## src/sv/hsfd_pkg.sv

```systemverilog
package hsfd_pkg;

  // CRC-8 of the sensor: polynomial 0x31, seed 0xFF, MSB first, no final XOR
  localparam logic [7:0] CRC_POLY = 8'h31;
  localparam logic [7:0] CRC_INIT = 8'hFF;

  // Frame layout: T msb, T lsb, T crc, H msb, H lsb, H crc
  localparam int unsigned FRAME_BYTES = 6;
  localparam int unsigned POS_W = 3;
  localparam logic [POS_W-1:0] POS_T_MSB = 3'd0;
  localparam logic [POS_W-1:0] POS_T_LSB = 3'd1;
  localparam logic [POS_W-1:0] POS_T_CRC = 3'd2;
  localparam logic [POS_W-1:0] POS_H_MSB = 3'd3;
  localparam logic [POS_W-1:0] POS_H_LSB = 3'd4;
  localparam logic [POS_W-1:0] POS_H_CRC = 3'(FRAME_BYTES - 1);

  // Scaling constants
  localparam logic [14:0] TEMP_SCALE = 15'd17500;
  localparam logic [13:0] HUM_SCALE = 14'd10000;
  localparam logic signed [15:0] TEMP_OFFSET = -16'sd4500;
  localparam logic [15:0] FULL_SCALE = 16'hFFFF;

  // Job queue between front and back
  localparam int unsigned QUEUE_DEPTH = 2;
  localparam int unsigned QPTR_W = $clog2(QUEUE_DEPTH);
  localparam int unsigned QCNT_W = $clog2(QUEUE_DEPTH + 1);

  typedef enum logic [1:0] {
    ST_OK       = 2'd0,
    ST_TEMP_BAD = 2'd1,
    ST_HUM_BAD  = 2'd2
  } status_e;

  // One checked frame, ready to be scaled
  typedef struct packed {
    status_e     status;
    logic [15:0] raw_temp;
    logic [15:0] raw_hum;
  } hsfd_job_t;

  // Feed one byte through the CRC, one bit per step
  function automatic logic [7:0] crc8_feed(input logic [7:0] crc, input logic [7:0] b);
    logic [7:0] acc;
    acc = crc ^ b;
    for (int k = 0; k < 8; k++) begin
      if (acc[7]) begin
        acc = {acc[6:0], 1'b0} ^ CRC_POLY;
      end else begin
        acc = {acc[6:0], 1'b0};
      end
    end
    return acc;
  endfunction

  // floor(x / 65535) for x below 2^31: x = a*2^16 + b = a*65535 + (a + b),
  // and a + b stays below twice the divisor
  function automatic logic [15:0] div_full_scale(input logic [31:0] x);
    logic [16:0] rem;
    rem = {1'b0, x[31:16]} + {1'b0, x[15:0]};
    return x[31:16] + ((rem >= {1'b0, FULL_SCALE}) ? 16'd1 : 16'd0);
  endfunction

endpackage

```

## src/sv/hsfd_front.sv

```systemverilog
module hsfd_front import hsfd_pkg::*; (
  input  logic      clk_i,
  input  logic      rst_ni,
  input  logic      byte_valid_i,
  input  logic [7:0] byte_i,
  input  logic      start_i,
  output logic      byte_ready_o,
  output logic      push_o,
  output hsfd_job_t job_o,
  input  logic      queue_full_i
);

  logic [POS_W-1:0] pos_q, pos_d, pos_cur;
  logic [7:0]       crc_q, crc_d;
  logic [15:0]      word_q, word_d;
  logic [15:0]      raw_temp_q, raw_temp_d;
  logic             temp_bad_q, temp_bad_d;
  logic             take;

  assign byte_ready_o = !queue_full_i;
  assign take = byte_valid_i && byte_ready_o;

  // Resolve the byte position: a start mark or an out-of-range value restarts
  always_comb begin
    pos_cur = start_i ? POS_T_MSB : pos_q;
    if (pos_cur > POS_H_CRC) begin
      pos_cur = POS_T_MSB;
    end
  end

  // Classify the byte and update the frame state
  always_comb begin
    pos_d      = pos_q;
    crc_d      = crc_q;
    word_d     = word_q;
    raw_temp_d = raw_temp_q;
    temp_bad_d = temp_bad_q;
    push_o     = 1'b0;
    job_o.status   = ST_OK;
    job_o.raw_temp = raw_temp_q;
    job_o.raw_hum  = word_q;
    if (take) begin
      unique case (pos_cur)
        POS_T_MSB, POS_H_MSB: begin
          crc_d  = crc8_feed(CRC_INIT, byte_i);
          word_d = {byte_i, 8'h00};
          pos_d  = pos_cur + 3'd1;
        end
        POS_T_LSB, POS_H_LSB: begin
          crc_d  = crc8_feed(crc_q, byte_i);
          word_d = word_q | {8'h00, byte_i};
          pos_d  = pos_cur + 3'd1;
        end
        POS_T_CRC: begin
          temp_bad_d = (crc_q != byte_i);
          raw_temp_d = word_q;
          crc_d      = CRC_INIT;
          pos_d      = POS_H_MSB;
        end
        default: begin
          push_o = 1'b1;
          if (temp_bad_q) begin
            job_o.status = ST_TEMP_BAD;
          end else if (crc_q != byte_i) begin
            job_o.status = ST_HUM_BAD;
          end
          crc_d = CRC_INIT;
          pos_d = POS_T_MSB;
        end
      endcase
    end
  end

  // Hold frame state
  always_ff @(posedge clk_i or negedge rst_ni) begin
    if (!rst_ni) begin
      pos_q      <= POS_T_MSB;
      crc_q      <= CRC_INIT;
      word_q     <= '0;
      raw_temp_q <= '0;
      temp_bad_q <= 1'b0;
    end else begin
      pos_q      <= pos_d;
      crc_q      <= crc_d;
      word_q     <= word_d;
      raw_temp_q <= raw_temp_d;
      temp_bad_q <= temp_bad_d;
    end
  end

endmodule

```

## src/sv/hsfd_queue.sv

```systemverilog
module hsfd_queue import hsfd_pkg::*; (
  input  logic      clk_i,
  input  logic      rst_ni,
  input  logic      push_i,
  input  hsfd_job_t job_i,
  output logic      full_o,
  output logic      valid_o,
  output hsfd_job_t job_o,
  input  logic      pop_i
);

  hsfd_job_t         mem_q [QUEUE_DEPTH];
  logic [QPTR_W-1:0] wr_q, rd_q;
  logic [QCNT_W-1:0] cnt_q;
  logic              do_push, do_pop;

  assign full_o  = (cnt_q == QCNT_W'(QUEUE_DEPTH));
  assign valid_o = (cnt_q != '0);
  assign job_o   = mem_q[rd_q];
  assign do_push = push_i && !full_o;
  assign do_pop  = pop_i && valid_o;

  // Store items
  always_ff @(posedge clk_i) begin
    if (do_push) begin
      mem_q[wr_q] <= job_i;
    end
  end

  // Advance pointers and count
  always_ff @(posedge clk_i or negedge rst_ni) begin
    if (!rst_ni) begin
      wr_q  <= '0;
      rd_q  <= '0;
      cnt_q <= '0;
    end else begin
      if (do_push) begin
        wr_q <= (wr_q == QPTR_W'(QUEUE_DEPTH - 1)) ? '0 : wr_q + 1'b1;
      end
      if (do_pop) begin
        rd_q <= (rd_q == QPTR_W'(QUEUE_DEPTH - 1)) ? '0 : rd_q + 1'b1;
      end
      if (do_push && !do_pop) begin
        cnt_q <= cnt_q + 1'b1;
      end else if (do_pop && !do_push) begin
        cnt_q <= cnt_q - 1'b1;
      end
    end
  end

endmodule

```

## src/sv/hsfd_back.sv

```systemverilog
module hsfd_back import hsfd_pkg::*; (
  input  logic        clk_i,
  input  logic        rst_ni,
  input  logic        job_valid_i,
  input  hsfd_job_t   job_i,
  output logic        pop_o,
  output logic        out_valid_o,
  input  logic        out_ready_i,
  output status_e     status_o,
  output logic [14:0] temp_o,
  output logic [13:0] hum_o
);

  // Stage 1: products
  logic        s1_valid_q;
  status_e     s1_status_q;
  logic [31:0] s1_temp_prod_q, s1_hum_prod_q;
  logic        s1_ready;

  // Stage 2: output register and last good values
  logic        out_valid_q;
  status_e     out_status_q;
  logic [14:0] out_temp_q, last_temp_q;
  logic [13:0] out_hum_q, last_hum_q;
  logic        out_take;

  logic [15:0]        temp_quo, hum_quo;
  logic signed [15:0] temp_wide;
  logic [14:0]        temp_new;
  logic [13:0]        hum_new;

  assign out_take = !out_valid_q || out_ready_i;
  assign s1_ready = !s1_valid_q || out_take;
  assign pop_o    = job_valid_i && s1_ready;

  // Multiply raw words by their full-scale span
  always_ff @(posedge clk_i or negedge rst_ni) begin
    if (!rst_ni) begin
      s1_valid_q <= 1'b0;
    end else if (s1_ready) begin
      s1_valid_q <= job_valid_i;
    end
  end

  always_ff @(posedge clk_i) begin
    if (pop_o) begin
      s1_status_q    <= job_i.status;
      s1_temp_prod_q <= {17'd0, TEMP_SCALE} * {16'd0, job_i.raw_temp};
      s1_hum_prod_q  <= {18'd0, HUM_SCALE} * {16'd0, job_i.raw_hum};
    end
  end

  // Divide by 65535 and offset the temperature
  always_comb begin
    temp_quo  = div_full_scale(s1_temp_prod_q);
    hum_quo   = div_full_scale(s1_hum_prod_q);
    temp_wide = $signed({1'b0, temp_quo[14:0]}) + TEMP_OFFSET;
    temp_new  = temp_wide[14:0];
    hum_new   = hum_quo[13:0];
  end

  // Load result; keep last good values on a CRC error
  always_ff @(posedge clk_i or negedge rst_ni) begin
    if (!rst_ni) begin
      out_valid_q <= 1'b0;
      last_temp_q <= '0;
      last_hum_q  <= '0;
    end else begin
      if (out_take) begin
        out_valid_q <= s1_valid_q;
      end
      if (out_take && s1_valid_q && s1_status_q == ST_OK) begin
        last_temp_q <= temp_new;
        last_hum_q  <= hum_new;
      end
    end
  end

  always_ff @(posedge clk_i) begin
    if (out_take && s1_valid_q) begin
      out_status_q <= s1_status_q;
      if (s1_status_q == ST_OK) begin
        out_temp_q <= temp_new;
        out_hum_q  <= hum_new;
      end else begin
        out_temp_q <= last_temp_q;
        out_hum_q  <= last_hum_q;
      end
    end
  end

  assign out_valid_o = out_valid_q;
  assign status_o    = out_status_q;
  assign temp_o      = out_temp_q;
  assign hum_o       = out_hum_q;

endmodule

```

## src/sv/humidity_sensor_frame_decoder.sv

```systemverilog
// Channel  Dir  Handshake               Payload
// s_axis   in   tvalid/tready, 1/cycle  tdata: data_byte; tuser: frame_start
// m_axis   out  tvalid/tready           tuser: status; tdata: temp, humidity
//
// One byte is taken per cycle while the job queue is not full. The sixth byte of a
// frame is classified and written to the job queue on the edge that takes it; its
// result passes the multiply stage, then the divide-and-load output register.
// A two-entry job queue sits between the byte front end and the scaling
// back end, so input stalls only once both queue entries are taken.
// Reset is asynchronous, active low, and restarts the frame at byte 0.
module humidity_sensor_frame_decoder import hsfd_pkg::*; (
  input  logic        clk_i,
  input  logic        rst_ni,
  input  logic        s_axis_tvalid_i,
  output logic        s_axis_tready_o,
  input  logic [7:0]  s_axis_tdata_i,   // [7:0] data_byte
  input  logic        s_axis_tuser_i,   // [0] frame_start
  output logic        m_axis_tvalid_o,
  input  logic        m_axis_tready_i,
  output logic [31:0] m_axis_tdata_o,   // [14:0] temperature_centi, [28:15] humidity_centi
  output logic [1:0]  m_axis_tuser_o    // [1:0] status
);

  logic        push, queue_full, job_valid, pop;
  hsfd_job_t   push_job, pop_job;
  status_e     status;
  logic [14:0] temp;
  logic [13:0] hum;

  hsfd_front u_front (
    .clk_i        (clk_i),
    .rst_ni       (rst_ni),
    .byte_valid_i (s_axis_tvalid_i),
    .byte_i       (s_axis_tdata_i),
    .start_i      (s_axis_tuser_i),
    .byte_ready_o (s_axis_tready_o),
    .push_o       (push),
    .job_o        (push_job),
    .queue_full_i (queue_full)
  );

  hsfd_queue u_queue (
    .clk_i   (clk_i),
    .rst_ni  (rst_ni),
    .push_i  (push),
    .job_i   (push_job),
    .full_o  (queue_full),
    .valid_o (job_valid),
    .job_o   (pop_job),
    .pop_i   (pop)
  );

  hsfd_back u_back (
    .clk_i       (clk_i),
    .rst_ni      (rst_ni),
    .job_valid_i (job_valid),
    .job_i       (pop_job),
    .pop_o       (pop),
    .out_valid_o (m_axis_tvalid_o),
    .out_ready_i (m_axis_tready_i),
    .status_o    (status),
    .temp_o      (temp),
    .hum_o       (hum)
  );

  // Pack result item
  assign m_axis_tdata_o = {3'b000, hum, temp};
  assign m_axis_tuser_o = status;

endmodule

```

## config.mk

```make
export PLATFORM = sky130hd
export DESIGN_NAME = humidity_sensor_frame_decoder
export DESIGN_NICKNAME = d
export VERILOG_FILES = /design/src/sv/hsfd_pkg.sv /design/src/sv/hsfd_front.sv /design/src/sv/hsfd_queue.sv /design/src/sv/hsfd_back.sv /design/src/sv/humidity_sensor_frame_decoder.sv
export SDC_FILE = /design/constraint.sdc
export NUM_CORES = 1
export LEC_CHECK = 0
export BUFFER_PORTS_ARGS = -buffer_cell sky130_fd_sc_hd__buf_4
export CORE_MARGIN = 4
export CORE_UTILIZATION = 45
export DETAILED_ROUTE_END_ITERATION = 7
export SETUP_SLACK_MARGIN = 0.4
export SLEW_MARGIN = 40
export SYNTH_ARGS = -nofsm -noshare
export SYNTH_HDL_FRONTEND = slang
export SYNTH_SLANG_ARGS = --single-unit
```

## constraint.sdc

```tcl
create_clock -name clk_i -period 8.6 [get_ports clk_i]
set_clock_uncertainty 0.2 [all_clocks]
set_input_delay 1.72 -clock clk_i [delete_from_list [all_inputs] [get_ports clk_i]]
set_output_delay 1.72 -clock clk_i [all_outputs]
set_load 0.01 [all_outputs]
```

==> metrics <==
sequential fraction of the synthesis area 40.73%; Reg2Reg Setup Slack 2.51 ns; CP Data Arrival Time 6.16 ns; cell count after synthesis 1466; status complete, no violations; kind of end point of the critical path register; clock transition at the registers of the reported paths 0.06 ns; hold_buf cts 0; wire per inst 15.76 um; Hold Path Class register to register; htree depth 1; antenna viol nets, final 0; syn avg cell area 11.17 um2; final WL 31580 um; top post-synthesis cells by area edfxtp_1 (29%), ha_1 (15%), dfrtp_1 (11%); RSZ-0062 raised after global routing false; Setup Viol. Count Final 0; first-pass GRT wire length 53270 um; Max Slew Vio Count 0; RD Place Congestion 0.8241; slowest CP cell dfrtp_2; Synth cell types 74; initial antenna violation count 0; mux cell area share after synthesis 5.385%; IO Count 49; DIE WIDTH 198.8 um; Total Neg Setup Slack 0 ns; cells resized by post-CTS repair 0; fmax 0.1643 GHz; MaxCap Viol Count 0; Synth Area in Adders 25.30%; Die H 198.8 um; vias in the first global route 10470; area of the multi-input gates 8756 um2; CTS tree done; Synth Area in XOR/XNOR 5.133%; CTS Buf Count 26; synth warn 0; CP startpoint kind register; Root Buffer clkbuf_16; DIE AREA 39520 um2; Cell Area, Synth 16380 um2; EDFF count, synth 156; number of core rows 69; largest area contributor in the netlist edfxtp_1; minimum clock period 6.087 ns; Initial DRC Count 440; Worst-Skew Late Latency 0.52 ns; largest net degree at the start of global routing 51; #FFs+latches synth 235; Remaining Overflow, GRT 0; CP delay by family, top adder cells; register area 6673 um2; Yosys top cell area share 28.60%; initial core utilization 45.83%; Synth async-reset ratio 33.62%; Max transition margin 48.94%; dpl hpwl 25230 um; CP Buf/Inv Count 4; worst-margin pin slew 0.7659 ns; worst reg2reg path startpoint u_queue.rd_q; CP cell instances buf_4, mux2i_1, fa_1, inv_1, ha_1, fa_1, ha_1, inv_1, fa_1, inv_1, ha_1, a21oi_1, nand2_1, o211ai_1, nand4_1, a31oi_1, nor2_1, a311oi_1, xnor2_1; Hold Startpoint u_front.raw_temp_q[13]; Worst setup startpoint u_queue.rd_q; drc violations 0; post-synthesis simple-gate area fraction 7.669%; Layout Nets 1818; WS Path Type register to register; top_reg_cell synth edfxtp_1; final hold violation count 0; I/O Buffers 45; Setup Buffers After CTS 0; GRT Util Overall 16.40%; total iterations of the first detailed-routing run 5; CP peak stage delay 0.65 ns; CTS Buffer Depth 3; CTS sink count 235; Area growth syn-to-layout 10.49%; layout cells sized above 1 11.60%; Final period util 70.77%; detailed-route via count 10287; Compound-Gate Fraction of Synth Area 9.869%; CP Max Fanout 19; Filler Cell Count 3206; dpl ws 2.188 ns; worst setup margin 2.513 ns; core area 35740 um2; Worst EP required 8.67 ns; n_diodes 0; largest family of logic cells by synthesized area adder cells; routed vias/inst 5.133
[flip-flops by register name (all words and copies together), names as in the netlist]
signal / count
u_queue.mem_q: 68
u_back.s1_temp_prod_q: 29
u_back.s1_hum_prod_q: 26
u_front.raw_temp_q: 16
u_front.word_q: 16
u_back.last_temp_q: 15
u_back.temp_o: 15
u_back.hum_o: 14
u_back.last_hum_q: 14
u_front.crc_q: 8
u_front.pos_q: 3
u_back.s1_status_q: 2
u_back.status_o: 2
u_queue.cnt_q: 2
u_back.out_valid_o: 1
u_back.s1_valid_q: 1
u_front.temp_bad_q: 1
u_queue.rd_q: 1
u_queue.wr_q: 1
[per-stage QoR]
stage	utilization [%]	cells	cell area (um2)	hold slack, ns
3_3_place_gp	48.25	1954	17250	0.2466
2_1_floorplan	-	1468	16390	0.2366
3_5_place_dp	48.30	1956	17260	0.2552
6_report	50.63	2004	18100	0.2636
4_1_cts	50.63	2004	18100	0.2687
5_1_grt	50.63	2004	18100	0.2813
[logic make-up (layout without fill, tap and decap cells)]
kind of cell             after synthesis  count (layout)
adder cells (fa/ha/maj)              282             282
AND/OR/NAND/NOR                      261             261
AO/OA/AOI/OAI                        257             257
buffers and inverters                253             328
flip-flops                           235             235
XOR/XNOR                              96              96
multiplexers                          81              81
other                                  1               3
[routing by layer]
| metal | track usage (%) | up-vias | part of all wire [%] | routed length (um) |
|---|---|---|---|---|
| li1 | - | 5199 | - | - |
| met1 | 22.96 | 4909 | 48 | 15110 |
| met2 | 27.86 | 140 | 47 | 14910 |
| met3 | 1.982 | 39 | 2.9 | 931 |
| met4 | 3.166 | 0 | 2.0 | 622 |
| met5 | 0 | - | 0 | 0 |
[final timing paths]
check                                      endpoint  cells past startpoint
setup / recovery           u_back.s1_hum_prod_q[29]                     19
setup reg to reg           u_back.s1_hum_prod_q[29]                     19
min in group asynchronous         u_front.word_q[9]                      1
hold / removal                 u_queue.mem_q[1][29]                      0
hold reg to reg                u_queue.mem_q[1][29]                      0
max in group asynchronous              u_queue.rd_q                      2
[cell usage in the layout, fill, tap and decap left out, types with 24 or more instances in the layout]
cell / count
a21o_1: 30
buf_4: 55
dfrtp_1: 70
a21oi_1: 80
ha_1: 200
edfxtp_1: 156
nor2_1: 71
mux2_2: 57
xor2_1: 33
fa_1: 82
mux2i_1: 24
clkbuf_16: 27
xnor2_1: 63
nand2_1: 81
inv_1: 224
o21ai_0: 65
[Yosys cell counts (all sizes together), types with 20 or more instances]
library cell,n
nor2,73
clkbuf,20
ha,200
nand2,82
mux2,57
a21o,30
xnor2,63
dfrtp,71
inv,225
xor2,33
edfxtp,156
fa,82
o21ai,69
a21oi,81
mux2i,24
[final cells by class]
class,instances,area share [%]
tap,461,3.187
sequential,235,36.87
clock buffer,38,4.293
clock inverter,10,0.3180
inverter,225,4.667
multi-input combinational,980,48.38
timing repair buffer,55,2.282
Power is not shown: default switching activity piles up to over one toggle a cycle in this logic, so the estimate is an artifact.
